### src/hw/rtl/assert_macros.svh
// Assertion macros used by the allocator controller (bma_ctrl).
// No dependencies; define SYNTH to compile the checks out.
`ifndef ASSERT_MACROS_SVH
`define ASSERT_MACROS_SVH
`ifndef SYNTH
`define ASSERT_CLK(label, clk, rst_n, prop) \
    label: assert property (@(posedge clk) disable iff (!rst_n) prop) else $error("%m failed");
`define ASSERT_NEXT(label, clk, rst_n, cond, nxt) \
    label: assert property (@(posedge clk) disable iff (!rst_n) (cond) |=> (nxt)) else $error("%m failed");
`else
`define ASSERT_CLK(label, clk, rst_n, prop)
`define ASSERT_NEXT(label, clk, rst_n, cond, nxt)
`endif
`endif

### src/hw/rtl/bma_pkg.sv
// Types, codes and constants of the buddy allocator.
// No dependencies.
package bma_pkg;
    localparam int unsigned HDR = 16;

    localparam logic [0:0] KIND_ALLOC = 1'b0;
    localparam logic [0:0] KIND_FREE  = 1'b1;

    localparam logic [1:0] ST_OK     = 2'd0;
    localparam logic [1:0] ST_ZERO   = 2'd1;
    localparam logic [1:0] ST_BIG    = 2'd2;
    localparam logic [1:0] ST_NOBLK  = 2'd3;

    typedef struct packed {
        logic [0:0]  kind;
        logic [29:0] request_length;
        logic [29:0] release_offset;
    } req_t;

    typedef struct packed {
        logic [29:0] payload_offset;
        logic [1:0]  status;
    } rsp_t;

    typedef enum logic [3:0] {
        S_CLEAR, S_IDLE, S_CHECK, S_SCAN, S_SPLIT, S_GRANT,
        S_FLVL, S_FREAD, S_FMERGE, S_FSET, S_OUT
    } state_t;

    typedef struct packed {
        logic clear_start;
        logic load;
        logic check;
        logic scan_step;
        logic split_step;
        logic grant;
        logic flvl;
        logic fread;
        logic fmerge;
        logic fset;
    } cmd_t;

    typedef struct packed {
        logic clear_done;
        logic is_free;
        logic early_fail;
        logic scan_found;
        logic scan_fail;
        logic split_done;
        logic merge_go;
    } sts_t;
endpackage

### src/hw/rtl/bma_ctrl.sv
// Controller state machine of the buddy allocator.
// Depends on bma_pkg and assert_macros.svh.
`include "assert_macros.svh"
module bma_ctrl (
    input  logic              clk,
    input  logic              rst_n,
    input  logic              cfg_we,
    input  logic              in_valid,
    output logic              in_ready,
    output logic              rsp_load,
    input  logic              out_busy,
    output bma_pkg::cmd_t     cmd,
    input  bma_pkg::sts_t     sts
);
    bma_pkg::state_t state_reg, state_next;

    always_ff @(posedge clk or negedge rst_n)
    begin
        if (!rst_n)
        begin
            state_reg <= bma_pkg::S_CLEAR;
        end
        else
        begin
            state_reg <= state_next;
        end
    end

    always_comb
    begin
        state_next = state_reg;
        cmd = '0;
        in_ready = 1'b0;
        rsp_load = 1'b0;
        case (state_reg)
            bma_pkg::S_CLEAR:
            begin
                if (sts.clear_done)
                begin
                    state_next = bma_pkg::S_IDLE;
                end
            end
            bma_pkg::S_IDLE:
            begin
                in_ready = !cfg_we;
                if (cfg_we)
                begin
                    cmd.clear_start = 1'b1;
                    state_next = bma_pkg::S_CLEAR;
                end
                else if (in_valid)
                begin
                    cmd.load = 1'b1;
                    state_next = bma_pkg::S_CHECK;
                end
            end
            bma_pkg::S_CHECK:
            begin
                cmd.check = 1'b1;
                if (sts.is_free)
                begin
                    state_next = bma_pkg::S_FLVL;
                end
                else if (sts.early_fail)
                begin
                    state_next = bma_pkg::S_OUT;
                end
                else
                begin
                    state_next = bma_pkg::S_SCAN;
                end
            end
            bma_pkg::S_SCAN:
            begin
                cmd.scan_step = 1'b1;
                if (sts.scan_found)
                begin
                    state_next = bma_pkg::S_SPLIT;
                end
                else if (sts.scan_fail)
                begin
                    state_next = bma_pkg::S_OUT;
                end
            end
            bma_pkg::S_SPLIT:
            begin
                if (sts.split_done)
                begin
                    cmd.grant = 1'b1;
                    state_next = bma_pkg::S_OUT;
                end
                else
                begin
                    cmd.split_step = 1'b1;
                end
            end
            bma_pkg::S_FLVL:
            begin
                cmd.flvl = 1'b1;
                state_next = bma_pkg::S_FREAD;
            end
            bma_pkg::S_FREAD:
            begin
                cmd.fread = 1'b1;
                state_next = bma_pkg::S_FMERGE;
            end
            bma_pkg::S_FMERGE:
            begin
                cmd.fmerge = 1'b1;
                if (sts.merge_go)
                begin
                    state_next = bma_pkg::S_FREAD;
                end
                else
                begin
                    state_next = bma_pkg::S_FSET;
                end
            end
            bma_pkg::S_FSET:
            begin
                cmd.fset = 1'b1;
                state_next = bma_pkg::S_OUT;
            end
            bma_pkg::S_OUT:
            begin
                if (!out_busy)
                begin
                    rsp_load = 1'b1;
                    state_next = bma_pkg::S_IDLE;
                end
            end
            default:
            begin
                state_next = bma_pkg::S_IDLE;
            end
        endcase
    end

    `ASSERT_CLK(a_ready_idle, clk, rst_n, in_ready |-> (state_reg == bma_pkg::S_IDLE))
    `ASSERT_NEXT(a_load_check, clk, rst_n, cmd.load, state_reg == bma_pkg::S_CHECK)
    `ASSERT_NEXT(a_cfg_clear, clk, rst_n, cmd.clear_start, state_reg == bma_pkg::S_CLEAR)
endmodule

### config.mk
export PLATFORM = sky130hd
export DESIGN_NAME = bma_ctrl
export DESIGN_NICKNAME = d
export VERILOG_FILES = /design/src/hw/rtl/bma_pkg.sv /design/src/hw/rtl/bma_ctrl.sv
export VERILOG_INCLUDE_DIRS = /design/src /design/src/hw/rtl
export SDC_FILE = /design/constraint.sdc
export NUM_CORES = 1
export LEC_CHECK = 0
export ABC_AREA = 1
export BUFFER_PORTS_ARGS = -buffer_cell sky130_fd_sc_hd__buf_4
export CAP_MARGIN = 20
export CORE_AREA = 2 2 39 41
export CTS_BUF_LIST = sky130_fd_sc_hd__clkbuf_8
export DETAILED_ROUTE_END_ITERATION = 10
export DIE_AREA = 0 0 41 43
export PLACE_DENSITY = 0.76
export SKIP_CTS_REPAIR_TIMING = 1
export SKIP_LAST_GASP = 1
export SLEW_MARGIN = 30
export SYNTH_ARGS = -nofsm -noshare
export SYNTH_HDL_FRONTEND = slang
export SYNTH_SLANG_ARGS = --single-unit
### constraint.sdc
create_clock -name clk -period 2.5 [get_ports clk]
set_clock_uncertainty 0.2 [all_clocks]
set_input_delay 0.375 -clock clk [delete_from_list [all_inputs] [get_ports clk]]
set_output_delay 0.375 -clock clk [all_outputs]
set_load 0.03 [all_outputs]
# After elaboration in Yosys (flattened, before gate mapping)
# Index checks and enable logic that the tools add are counted.
dict set report op_classes {
  reduce_logical 3
  eq_ne 14
  muxes 27
}
# operator count
set ops {}
lappend ops {{$mux 4} 10}
lappend ops {{$pmux 4 s10} 1}
lappend ops {{$mux 1} 14}
lappend ops {{$eq 4x3->1 const B} 3}
lappend ops {{$eq 4x4->1 const B} 3}
lappend ops {{$eq 4x2->1 const B} 2}
lappend ops {{$ne 2x2->1 const B} 3}
lappend ops {{$ne 3x3->1 const B} 2}
lappend ops {{$reduce_and 5->1} 1}
lappend ops {{$eq 4x1->1 const B} 1}
lappend ops {{$logic_not 4->1} 1}
lappend ops {{$mux 2} 2}
lappend ops {{$logic_not 1->1} 1}
dict set report totals {
  input_bits 12
  reg_bits 4
}

# Longest topological paths before layout
# Gate-level depths: netlist of run 1.
dict set report depth {
  word_depth 3
  mapped_depth 9
  ltp_nobuf 9
}

# Least setup slack after synthesis of run 1
# OpenSTA, ideal clock, no wires.
dict set report synth_path {
  kind {flip-flop to output port}
  startpoint {reg state_reg[3]}
  endpoint {out cmd[8] in the netlist's numbering}
  path_stages_with_launch 4
  arrival_time_ns 1.174
  slack_ns 0.751
  t_required_ns 1.925
  path_cell_list {dfrtp_1 -> nor2_4 -> nand3_1 -> nor2_1}
}
# element line
set synth_lines {}
lappend synth_lines {{from (decl)} bma_ctrl.sv:15} ;# bma_pkg::state_t state_reg, state_next;
lappend synth_lines {{from (signal assigned)} bma_ctrl.sv:21} ;# state_reg <= bma_pkg::S_CLEAR;
lappend synth_lines {{from (signal assigned)} bma_ctrl.sv:25} ;# state_reg <= state_next;
lappend synth_lines {{to (decl)} bma_ctrl.sv:12} ;# output bma_pkg::cmd_t cmd,

==> results of run 1 <==
-- worst max path at each step --
| stage | end | from | cells past startpoint | slack [ns] |
|---|---|---|---|---|
| 3_5_place_dp | cmd[8] | state_reg[3]$_DFFE_PN0P_ | 4 | 0.85 |
| 3_3_place_gp | cmd[8] | state_reg[3]$_DFFE_PN0P_ | 4 | 0.86 |
| 6_report | cmd[1] | state_reg[0]$_DFFE_PN0P_ | 4 | 0.63 |
| 5_1_grt | cmd[8] | state_reg[3]$_DFFE_PN0P_ | 4 | 0.54 |
| 2_1_floorplan | cmd[8] | state_reg[3]$_DFFE_PN0P_ | 3 | 0.75 |
| 4_1_cts | cmd[8] | state_reg[3]$_DFFE_PN0P_ | 4 | 0.63 |
-- area by class of cell --
type,instances,area (um2),area share (%)
Inverter,23,86.33,11.48
Clock buffer,3,41.29,5.491
Sequential cell,4,100.1,13.31
Timing Repair Buffer,24,182.7,24.29
Multi-Input combinational cell,61,321.6,42.76
Tap cell,16,20.02,2.662
-- logic make-up (layout without fill, tap and decap cells) --
family,after synthesis,count (layout)
simple gates,57,57
buf+inv,23,50
compound gates,4,4
flops,4,4
-- synth_stat cells --
master,n
a21oi_1,2
dfrtp_1,4
inv_1,17
inv_2,6
nand2_1,24
nand2_2,8
nand3_1,3
nand3_2,3
nand3b_1,1
nand4_1,1
nor2_1,11
nor2_2,2
nor2_4,4
o2111ai_1,1
o21ai_0,1
-- metrics by stage --
stage               utilization [%]  total power [mW]  hold slack (ns)
finish                        54.34            0.7817           0.2537
global route                  54.34            0.8464           0.2763
floorplan                         -            0.5100          -0.1206
global placement              50.63            0.6302         -0.03010
CTS                           53.62            0.7809          -0.2500
detailed placement            50.63            0.6480         -0.02850
-- worst min-delay path, cell delays in order --
cell       delay, ns
buf_4           0.09
nand2_1         0.06
o2111ai_1       0.10
-- power breakdown --
group / leakage, nW / total (mW) / switching [mW] / internal (mW)
clock: 0.0216 / 0.133 / 0.0302 / 0.102
combinational: 0.433 / 0.516 / 0.337 / 0.179
sequential: 0.0510 / 0.133 / 0.0393 / 0.0936
-- routing by layer --
metal  track usage (%)  up-vias  wire [um]
met3             1.571        0         95
met4             4.000        0          0
met1             19.34      264        504
met2             27.50       25        694
met5                 0        -          0
li1                  -      311          -
==> results.txt, run 1 <==
The maximum frequency from static timing analysis was 534.1 MHz. In the finished design, the share of the clock period the worst path needs comes to 74.89%. The run gives 129 as the number of nets in the layout. The logs give 0 for the number of diodes and 0.6276 ns for the worst setup margin.

For the final-report max-slew violation count, the log shows 0. The final wirelength was 1.294 mm; the die outline area was 1763 um2. The first detailed-routing pass ran for 4 iterations. For this run, design rule violations remaining after detail routing come to 0. The cell with the largest stage delay on the worst path is dfrtp_1.

The via density per instance works out to 4.580. The placement-stage worst setup slack was 0.8498 ns. The share of the synthesized area in compound gates (AO/OA/AOI/OAI) is 4.680%, and the arrival time reported for the critical path endpoint is 1.30 ns. After synthesis, the largest area contributor takes up 19.70% of total cell area. The tools report the CTS root buffer as clkbuf_8. Number of nets with antenna violations after routing: 0.

For the total placed instance area, the log shows 700.7 um2. For this run the aggregate overflow at the end of global routing stands at 0. The critical-path maximum fanout was 4. Worst hold-check path type: input pin to flip-flop. Row generation in the floorplan step produced 14 rows.

The worst setup path is captured at an output pin. Simple logic cell fraction of the synthesized area: 58.62%. The core region is 1384 um2. The wire length of the first global-routing pass is 1.966 mm, and the combined buffer and inverter count along the critical path is 2. Vertical die dimension: 43 um.

The synthesized netlist devotes 0% of its cell area to XOR and XNOR gates. The tools report the register-to-register setup slack as 0.97 ns. The critical path is of the flip-flop to output pin type. The register with the most flip-flops in the layout has 4 of them.

The flip-flop and latch count after synthesis was 4. On the critical path the largest part of the delay comes from simple AND/OR/NAND/NOR gates. The number of different library cells used by synthesis comes to 15. TritonCTS built the clock tree. Total of fill cells in the finished design: 142.

The number of global-route vias before repair was 539; the number of buffers on the longest clock path was 2. In the layout the commonest cells are nand2_1, buf_4, inv_1. Walking the worst path, the cells encountered are nor2_1, nand2_1, inv_1, buf_4. In this run the tightest slew margin relative to its limit is 79.76%. The endpoint of the most critical register-to-register path is state_reg[0]$_DFFE_PN0P_. For the area of the mapped netlist, the log shows 508.0 um2. Clock latency on the worst-skew pair, taken at its later pin, is 0.21 ns. The run finished with clean final reports. The gate count after technology mapping was 88; the deepest level of the CTS H-tree was 1. The run gives 15 as the DRC violation total after the first TritonRoute iteration. The smallest clock period supported by the final layout is computed as 1.872 ns. The worst hold path terminates at state_reg[2]$_DFFE_PN0P_.

The worst register-to-register path begins at state_reg[0]$_DFFE_PN0P_. Clock transition at the registers of the reported paths: 0.03 ns. Setup violations remaining at the end of the flow were counted as 0. Setup repair after global routing left no endpoint under its margin. The width of the die works out to 41 um. The largest stage delay on the critical path is 0.41 ns, and the register area share after synthesis is 19.70%.

The logs give 0 for the number of warning messages in the yosys log and 3 for the TritonCTS buffer count. Ranked by total cell area, the synthesized netlist is headed by dfrtp_1, nand2_1, inv_1, nand2_2, nor2_4. At the worst endpoint, the required time is 1.92 ns. Port buffering added 23 buffers. The number of cell instances on the worst register-to-register path was 8.

At the pin with the least slew margin, the transition time is 0.3025 ns. After detailed placement, the design holds a cell count of 127. The run gives 0 as the number of hold violations in the final report. In this run the most critical hold path is launched from sts[5]. The routed layout has 600 vias. The average routed wire per standard cell works out to 9.878 um. The mux share of post-synthesis cell area is 0%, and the count of non-filler cells in the finished layout is 131. The largest total area in the synthesized netlist belongs to dfrtp_1. Aggregate global-route resource usage: 15.76%. Power spread over the standard cell area amounts to 1040 nW/um2.

The number of maximum-capacitance constraint violations is 0. Counting every net in the synthesized netlist gives 100. Detailed placement finished with a half-perimeter wire length of 1.096 mm. 24 I/O pins were placed. The worst-case IR drop observed on VDD is 0.0004124 V. After synthesis, the mean cell area works out to 5.773 um2. For the final routed database, the setup TNS stands at 0 ns. Once layout is done, the placed cells without fillers occupy 752.0 um2. Cells with a size suffix above 1 make up 42.61% of the layout. STA classifies the critical path startpoint as a flip-flop. For the number of antenna violations at the first check in global routing, the log shows 0. For the number of clock sinks, the log shows 4.

By area, the combinational part of the netlist is dominated by simple AND/OR/NAND/NOR gates. Routability-driven placement finished with a final weighted congestion of 0.8608. For this configuration, the core starts out at a cell density of 36.71%. From synthesis to final layout, the design area changed by 48.03%. Summing the areas of all fa, ha and maj instances in the mapped netlist gives 0% of the synthesized area.

Entering global routing, the biggest net connects 9 pins. Leaving out fill and tap cells, the most frequent cell in the layout is nand2_1. The worst hold path was traced through 3 stages. The leakage component of the power was 0.5052 nW.
Power figures use the tool's default switching activity.
==> run 2: changes to the inputs <==
--- a/config.mk
+++ b/config.mk
@@ -13,7 +13,7 @@
 export CTS_BUF_LIST = sky130_fd_sc_hd__clkbuf_8
 export DETAILED_ROUTE_END_ITERATION = 10
 export DIE_AREA = 0 0 41 43
-export PLACE_DENSITY = 0.76
+export PLACE_DENSITY = 0.78
 export SKIP_CTS_REPAIR_TIMING = 1
 export SKIP_LAST_GASP = 1
 export SLEW_MARGIN = 30
==> constraint.sdc (replaced) <==
create_clock -name clk -period 1.6 [get_ports clk]
set_clock_uncertainty 0.2 [all_clocks]
set_input_delay 0.24 -clock clk [delete_from_list [all_inputs] [get_ports clk]]
set_output_delay 0.24 -clock clk [all_outputs]
set_load 0.03 [all_outputs]
==> run 2 against run 1 <==
Against the previous run:
- register-to-register slack worse by 0.82 ns
- first-iteration DRC count is 27% lower
- clock-buffer cell count stayed put
- critical path depth stayed put
- sequential share of layout area is 0.18 points lower
- largest power group unchanged
- cell area is 5.2% higher
- the run now ends with setup timing left
- combinational power is 61% higher
- worst setup slack worse by 0.72 ns
==> results.txt, run 2 (synthesis results as in run 1) <==
The total of fill cells in the finished design was 134; the pin slew with the least headroom to its limit was 0.2092 ns. Walking the worst path, the cells encountered are nor2_4, nand3_2, nor2_2, buf_6. The number of antenna violations at the first check in global routing is 0, and the via count of the routed design is 597. After floorplanning, the core was divided into 14 placement rows.

Counting the buffers created by CTS gives 3. Summed over all failing endpoints, the final setup total negative slack is -0.4954 ns. The checks that failed: setup timing. In the final routed layout, each cell accounts on average for 9.652 um. The number of global-route vias before repair was 490. The layout cell share with drive strength beyond 1 is 50.00%, and the width of the die is 41 um. The clock reaches the later pin of the worst-skew pair after 0.22 ns. The startpoint of the most critical hold path was sts[5]. The number of cells on the worst reg-to-reg path is 8. The routed design has 1.274 mm of wire.

Once detail routing completed, the nets flagged for antenna violations numbered 0. The largest individual stage delay along the critical path comes from the cell dfrtp_2. For the number of buffers on the longest clock path, the log shows 2.

Setup repair after global routing could not meet its margin everywhere. The tools report the final-report max-slew violation count as 0. Based on the critical path, the design can be clocked at up to 592.6 MHz.

TritonCTS built the clock tree. The tools report the cell count after placement as 127. Highest routed metal layer: met4. The combined buffer and inverter count along the critical path was 1. The root buffer cell chosen for the clock tree is clkbuf_8. The min-delay analysis places its worst path in the category input pin to flip-flop. Kind of critical path: flip-flop to output pin.

The critical path runs through a total of 4 cells. The arrival time reported for the critical path endpoint is 1.25 ns, and the number of diodes is 0. Global routing finished with a remaining overflow of 0.

The utilization after layout is 57.14%, and the highest ir drop seen on vdd is 0.0007292 V. Relative to the synthesized area, the layout overhead comes to 55.67%. For this run, design rule violations remaining after detail routing come to 0. The run gives 1.007 mm as the post-DP HPWL.

The initial core utilization is 36.71%, and the count of final setup violators is 11. For the number of placed I/O pins, the log shows 24. Entering global routing, the biggest net connects 9 pins. The run gives 0 as the number of maximum-capacitance constraint violations. Once layout is done, the placed cells without fillers occupy 790.8 um2. The worst hold path depth is 3, and the power density over the cells is 1600 nW/um2. The largest stage delay on the critical path was 0.44 ns. In this run the critical register-to-register path is launched from state_reg[2]$_DFFE_PN0P_. In the final design database the tool counted 130 nets. The DRC violation total after the first TritonRoute iteration was 11; the critical-path maximum fanout was 8.

The worst setup path is launched from a flip-flop. For this design the static power due to leakage is 0.5075 nW. The most common cell after layout, fill and taps aside is nand2_1. The run finished, with violations left. The number of hold violations in the final report was 0.

Input and output buffers added on the ports amount to 23. At the worst endpoint, the required time is 1.16 ns. The tools report the endpoint kind of the worst setup timing path as an output pin. The number of clock sinks came out at 4. The critical path starts at state_reg[2]$_DFFE_PN0P_.

In the layout the commonest cells are nand2_1, buf_4, inv_1. The number of flip-flops under the largest register name was 4; the met1 layer wirelength in the final routing was 574 um. Via density per instance: 4.523. The finished layout holds 132 standard cells, fillers aside.

The deepest level of the CTS H-tree is 1. Grouping stages by cell kind, the critical path spends the most delay in simple AND/OR/NAND/NOR gates. The tools report the worst setup margin as -0.08755 ns.

The final worst-path cycle share is 105.5%. At the end of routability-driven placement, the weighted congestion stood at 0.8439. The vertical die dimension is 43 um. Wire segments on met2 add up to 626 um in the final route. The clock transition at the registers of the reported paths was 0.03 ns.

The count of TritonRoute iterations in the first routing pass was 4; the detailed route wirelength on metal3 was 58 um. The wire length of the first global-routing pass was 1.800 mm; the aggregate global-route resource usage was 14.85%. Headroom to the max-slew limit came out at 86.02%. The die outline area was 1763 um2; the minimum clock period was 1.688 ns. For the total placed instance area, the log shows 703.2 um2. The total area inside the core boundary comes to 1384 um2.
==> run 2: cell types whose count changed in the layout (fill, tap and decap cells not counted), sizes merged <==
cell | before | now
buf | 23 | 24
==> run 2: path summary, 6_finish.rpt <==
kind	to	slack [ns]
hold / removal	state_reg[2]$_DFFE_PN0P_	0.10
max in group asynchronous	state_reg[1]$_DFFE_PN0P_	0.93
setup / recovery	cmd[8]	-0.09
setup reg to reg	state_reg[0]$_DFFE_PN0P_	0.15
min in group asynchronous	state_reg[3]$_DFFE_PN0P_	0.16
hold reg to reg	state_reg[1]$_DFFE_PN0P_	0.39
==> run 2: layer usage <==
metal / up-vias / global-route usage [%]
met2: 13 / 26.25
met1: 264 / 16.72
met5: - / 0
met4: 0 / 4.000
met3: 2 / 3.141
li1: 318 / -
==> run 2: report_power, final <==
group	internal, mW	switching [mW]
Sequential	0.152	0.0682
Combinational	0.303	0.528
Clock	0.161	0.0537
Total	0.615	0.650
==> run 2: area by class of cell <==
type	count	area, um2	share of cell area (%)
well taps	16	20.02	2.532
inverters	23	86.33	10.92
flip-flops and latches	4	103.9	13.13
clock buffers	3	41.29	5.222
repair buffers	25	205.2	25.95
multi-input cells	61	334.1	42.25
==> run 2: tightest hold or removal path: stages <==
cell	delay [ns]
buf_4	0.09
nand2_1	0.05
o2111ai_1	0.09
==> run 2: through the flow <==
| stage | setup slack, ns | hold slack, ns | power [mW] |
|---|---|---|---|
| 5_1_grt | -0.1707 | 0.1190 | 1.377 |
| 4_1_cts | -0.1501 | -0.3866 | 1.212 |
| 2_1_floorplan | 0.004853 | -0.2556 | 0.7988 |
| 3_5_place_dp | 0.07594 | -0.1639 | 1.001 |
| 6_report | -0.08755 | 0.1012 | 1.266 |
| 3_3_place_gp | 0.09729 | -0.1652 | 0.9835 |
==> run 3: changes to the inputs <==
--- a/config.mk
+++ b/config.mk
@@ -13,7 +13,7 @@
 export CTS_BUF_LIST = sky130_fd_sc_hd__clkbuf_8
 export DETAILED_ROUTE_END_ITERATION = 10
 export DIE_AREA = 0 0 41 43
-export PLACE_DENSITY = 0.78
+export PLACE_DENSITY = 0.76
 export SKIP_CTS_REPAIR_TIMING = 1
 export SKIP_LAST_GASP = 1
 export SLEW_MARGIN = 30
==> constraint.sdc (replaced) <==
create_clock -name clk -period 1.8 [get_ports clk]
set_clock_uncertainty 0.2 [all_clocks]
set_input_delay 0.27 -clock clk [delete_from_list [all_inputs] [get_ports clk]]
set_output_delay 0.27 -clock clk [all_outputs]
set_load 0.03 [all_outputs]
==> run 3 against run 2 <==
Against the previous run:
- the run now ends clean
- register-to-register slack improved by 0.08 ns
- die area unchanged
- final cell count increased by 0.76%
- global-route usage increased by 0.91 points
==> results.txt, run 3 (synthesis results as in run 1) <==
The run finished with clean final reports. At the pin with the least slew margin, the transition time is 0.2206 ns. The run gives 0 as the number of diodes.

In this run the critical register-to-register path is launched from state_reg[2]$_DFFE_PN0P_. The TritonCTS buffer count is 3. STA puts the critical path data required time at 1.33 ns. The congestion estimate from routability-driven global placement came to 0.8609.

In this run, placement finished with an instance count of 127. The deepest level of the CTS H-tree is 1. The maximum frequency from static timing analysis is 573.4 MHz.

The signal on the critical path passes through nor2_4, buf_4, nand2_2, inv_2, buf_4. The run gives 140 as the total of fill cells in the finished design. The number of nets with antenna violations after routing is 0, and the number of maximum-capacitance constraint violations is 0. The number of clock sinks is 4, and the number of flip-flops under the largest register name is 4. For the final-report max-slew violation count, the log shows 0. Among the stages of the critical path, the cell type that occurs most often is buf_4. The average routed wire per standard cell was 9.647 um; the fraction of power spent switching nets was 51.07%. The worst hold path terminates at state_reg[2]$_DFFE_PN0P_. Data arrives at the worst endpoint at 1.27 ns. The net switching power figure is 572.8 uW, and the count of final setup violators is 0. After layout, the design draws a total of 1.122 mW. Once the floorplan was initialized, standard cells occupied 36.71% of the core.

The die outline area is 1763 um2, and the minimum clock period is 1.744 ns. The initialized floorplan defines 14 standard-cell rows. The run gives 0.23 ns as the register-to-register setup slack. The worst pin sits at a relative slew slack of 85.30%. For this block, the routed nets add up to 1.283 mm of wire. In this run the power density over the cells is 1457 nW/um2. The worst hold-check path type was input pin to flip-flop.

The tools report the total placed instance area as 700.7 um2. Clock latency on the worst-skew pair, taken at its later pin, is 0.21 ns. Placement-stage worst setup slack: 0.2548 ns.

TritonCTS built the clock tree. The largest single stage delay on the critical path is 0.44 ns. In this run, the combinational gates consume 67.1% of the power. The worst setup path is captured at an output pin. For this design the static power due to leakage is 0.5144 nW. The first detailed-routing pass took 4 iterations. The count of non-filler cells in the finished layout was 133. The critical path in this run is classified as flip-flop to output pin. Once layout is complete, the utilization of the core stands at 55.61%.

Sequential cells burn 16.8% of the power. The number of global-route vias before repair is 539. Entering global routing, the biggest net connects 9 pins. During I/O placement, the number of pins put on the boundary was 24. In this run the tool buffered the top-level ports with 23 buffer cells. The critical-path maximum fanout was 6. The logs give 12 for the DRC violation total after the first TritonRoute iteration and 324.1 um2 for the combined area of the multi-input logic cells. The logs give 0 for the total overflow reported by the global router and 548.7 uW for the cell internal power dissipation.

For the core region area, the log shows 1384 um2. Global routing used 15.76% of the available tracks. The wire length of the first global-routing pass was 1.966 mm; the number of buffers on the longest clock path was 2. Registers take 100.1 um2.

The worst setup margin is 0.05601 ns, and the number of antenna violations at the first check in global routing is 0. In the final design database the tool counted 131 nets. The CTS root buffer was clkbuf_8. The worst hold path depth came out at 3. Leaving out fill and tap cells, the most frequent cells in the layout are buf_4, nand2_1, inv_1.

The die is 43 um tall. The most common cell after layout, fill and taps aside is buf_4. In this run the most critical hold path is launched from sts[5].

Setup repair after global routing could not meet its margin everywhere. The final worst-path cycle share was 96.89%; the portion of total power attributed to the clock network was 16.1%. Measured in cells, the most critical reg-to-reg path has a length of 9. The endpoint of the most critical register-to-register path was state_reg[1]$_DFFE_PN0P_. The wire-length estimate of the detail-placed layout is 1.096 mm. In this run the horizontal extent of the chip is 41 um. STA classifies the critical path startpoint as a flip-flop.

VDD sags by at most 0.0006065 V. The via density per instance is 4.534. The via count of the routed design came out at 603. The cell with the largest stage delay on the worst path is dfrtp_1. From synthesis to final layout, the design area changed by 51.48%. Once layout is done, the placed cells without fillers occupy 769.5 um2. The run gives 0 as the number of hold violations in the final report. The remaining routing DRC violations is 0, and the layout cell share with drive strength beyond 1 is 44.44%. After clock tree synthesis, the clock-pin slew on the worst setup and hold paths is 0.03 ns.
-- run 3: cell count changes in the layout (fill, tap and decap cells not counted) --
cell / delta
buf_4: +5
buf_6: -4
dfrtp_1: +3
dfrtp_2: -3
inv_1: +1
inv_2: -1
nand2_1: +1
nand2_2: -1
nand3_1: +1
nand3_2: -1
nor2_1: +1
nor2_2: -1
-- run 3: worst max-delay path by stage --
stage	from	to	slack, ns	cells past startpoint
after global routing	state_reg[1]$_DFFE_PN0P_	cmd[8]	-0.008	4
after detailed placement	state_reg[3]$_DFFE_PN0P_	cmd[8]	0.25	4
after global placement	state_reg[3]$_DFFE_PN0P_	cmd[8]	0.26	4
after floorplan	state_reg[3]$_DFFE_PN0P_	cmd[8]	0.16	3
after CTS	state_reg[3]$_DFFE_PN0P_	cmd[8]	0.03	4
final	state_reg[2]$_DFFE_PN0P_	cmd[6]	0.06	5
-- run 3: final cells by class --
class                           count  share of cell area [%]
Multi-Input combinational cell     61                   42.11
Clock buffer                        3                   5.366
Sequential cell                     4                   13.01
Inverter                           23                   11.22
Timing Repair Buffer               26                   25.69
Tap cell                           16                   2.602
-- run 3: worst max-delay path, delay by kind of cell, from the launching register on --
kind / cells / cell delay (ns)
and+or+nand+nor: 2 / 0.27
DFF: 1 / 0.44
buffers and inverters: 3 / 0.36
-- run 3: metrics by stage --
step	setup TNS, ns	hold WS [ns]
floorplan	0	-0.2256
global placement	0	-0.1351
detailed placement	0	-0.1335
CTS	0	-0.3550
global route	-0.009870	0.1713
finish	0	0.1523
-- run 3: power by group through the flow --
stage          sequential [mW]  combinational, mW  clock (mW)
5_1_grt                  0.193              0.829       0.193
3_5_place_dp             0.185              0.715           0
4_1_cts                  0.184              0.716       0.184
6_report                 0.188              0.753       0.181
2_1_floorplan            0.179              0.529           0
3_3_place_gp             0.182              0.693           0
-- run 3: metal layers --
metal	track usage [%]	share of wire (%)
met1	19.34	39
met2	27.50	54
met3	1.571	6.5
met4	4.000	0
met5	0	0
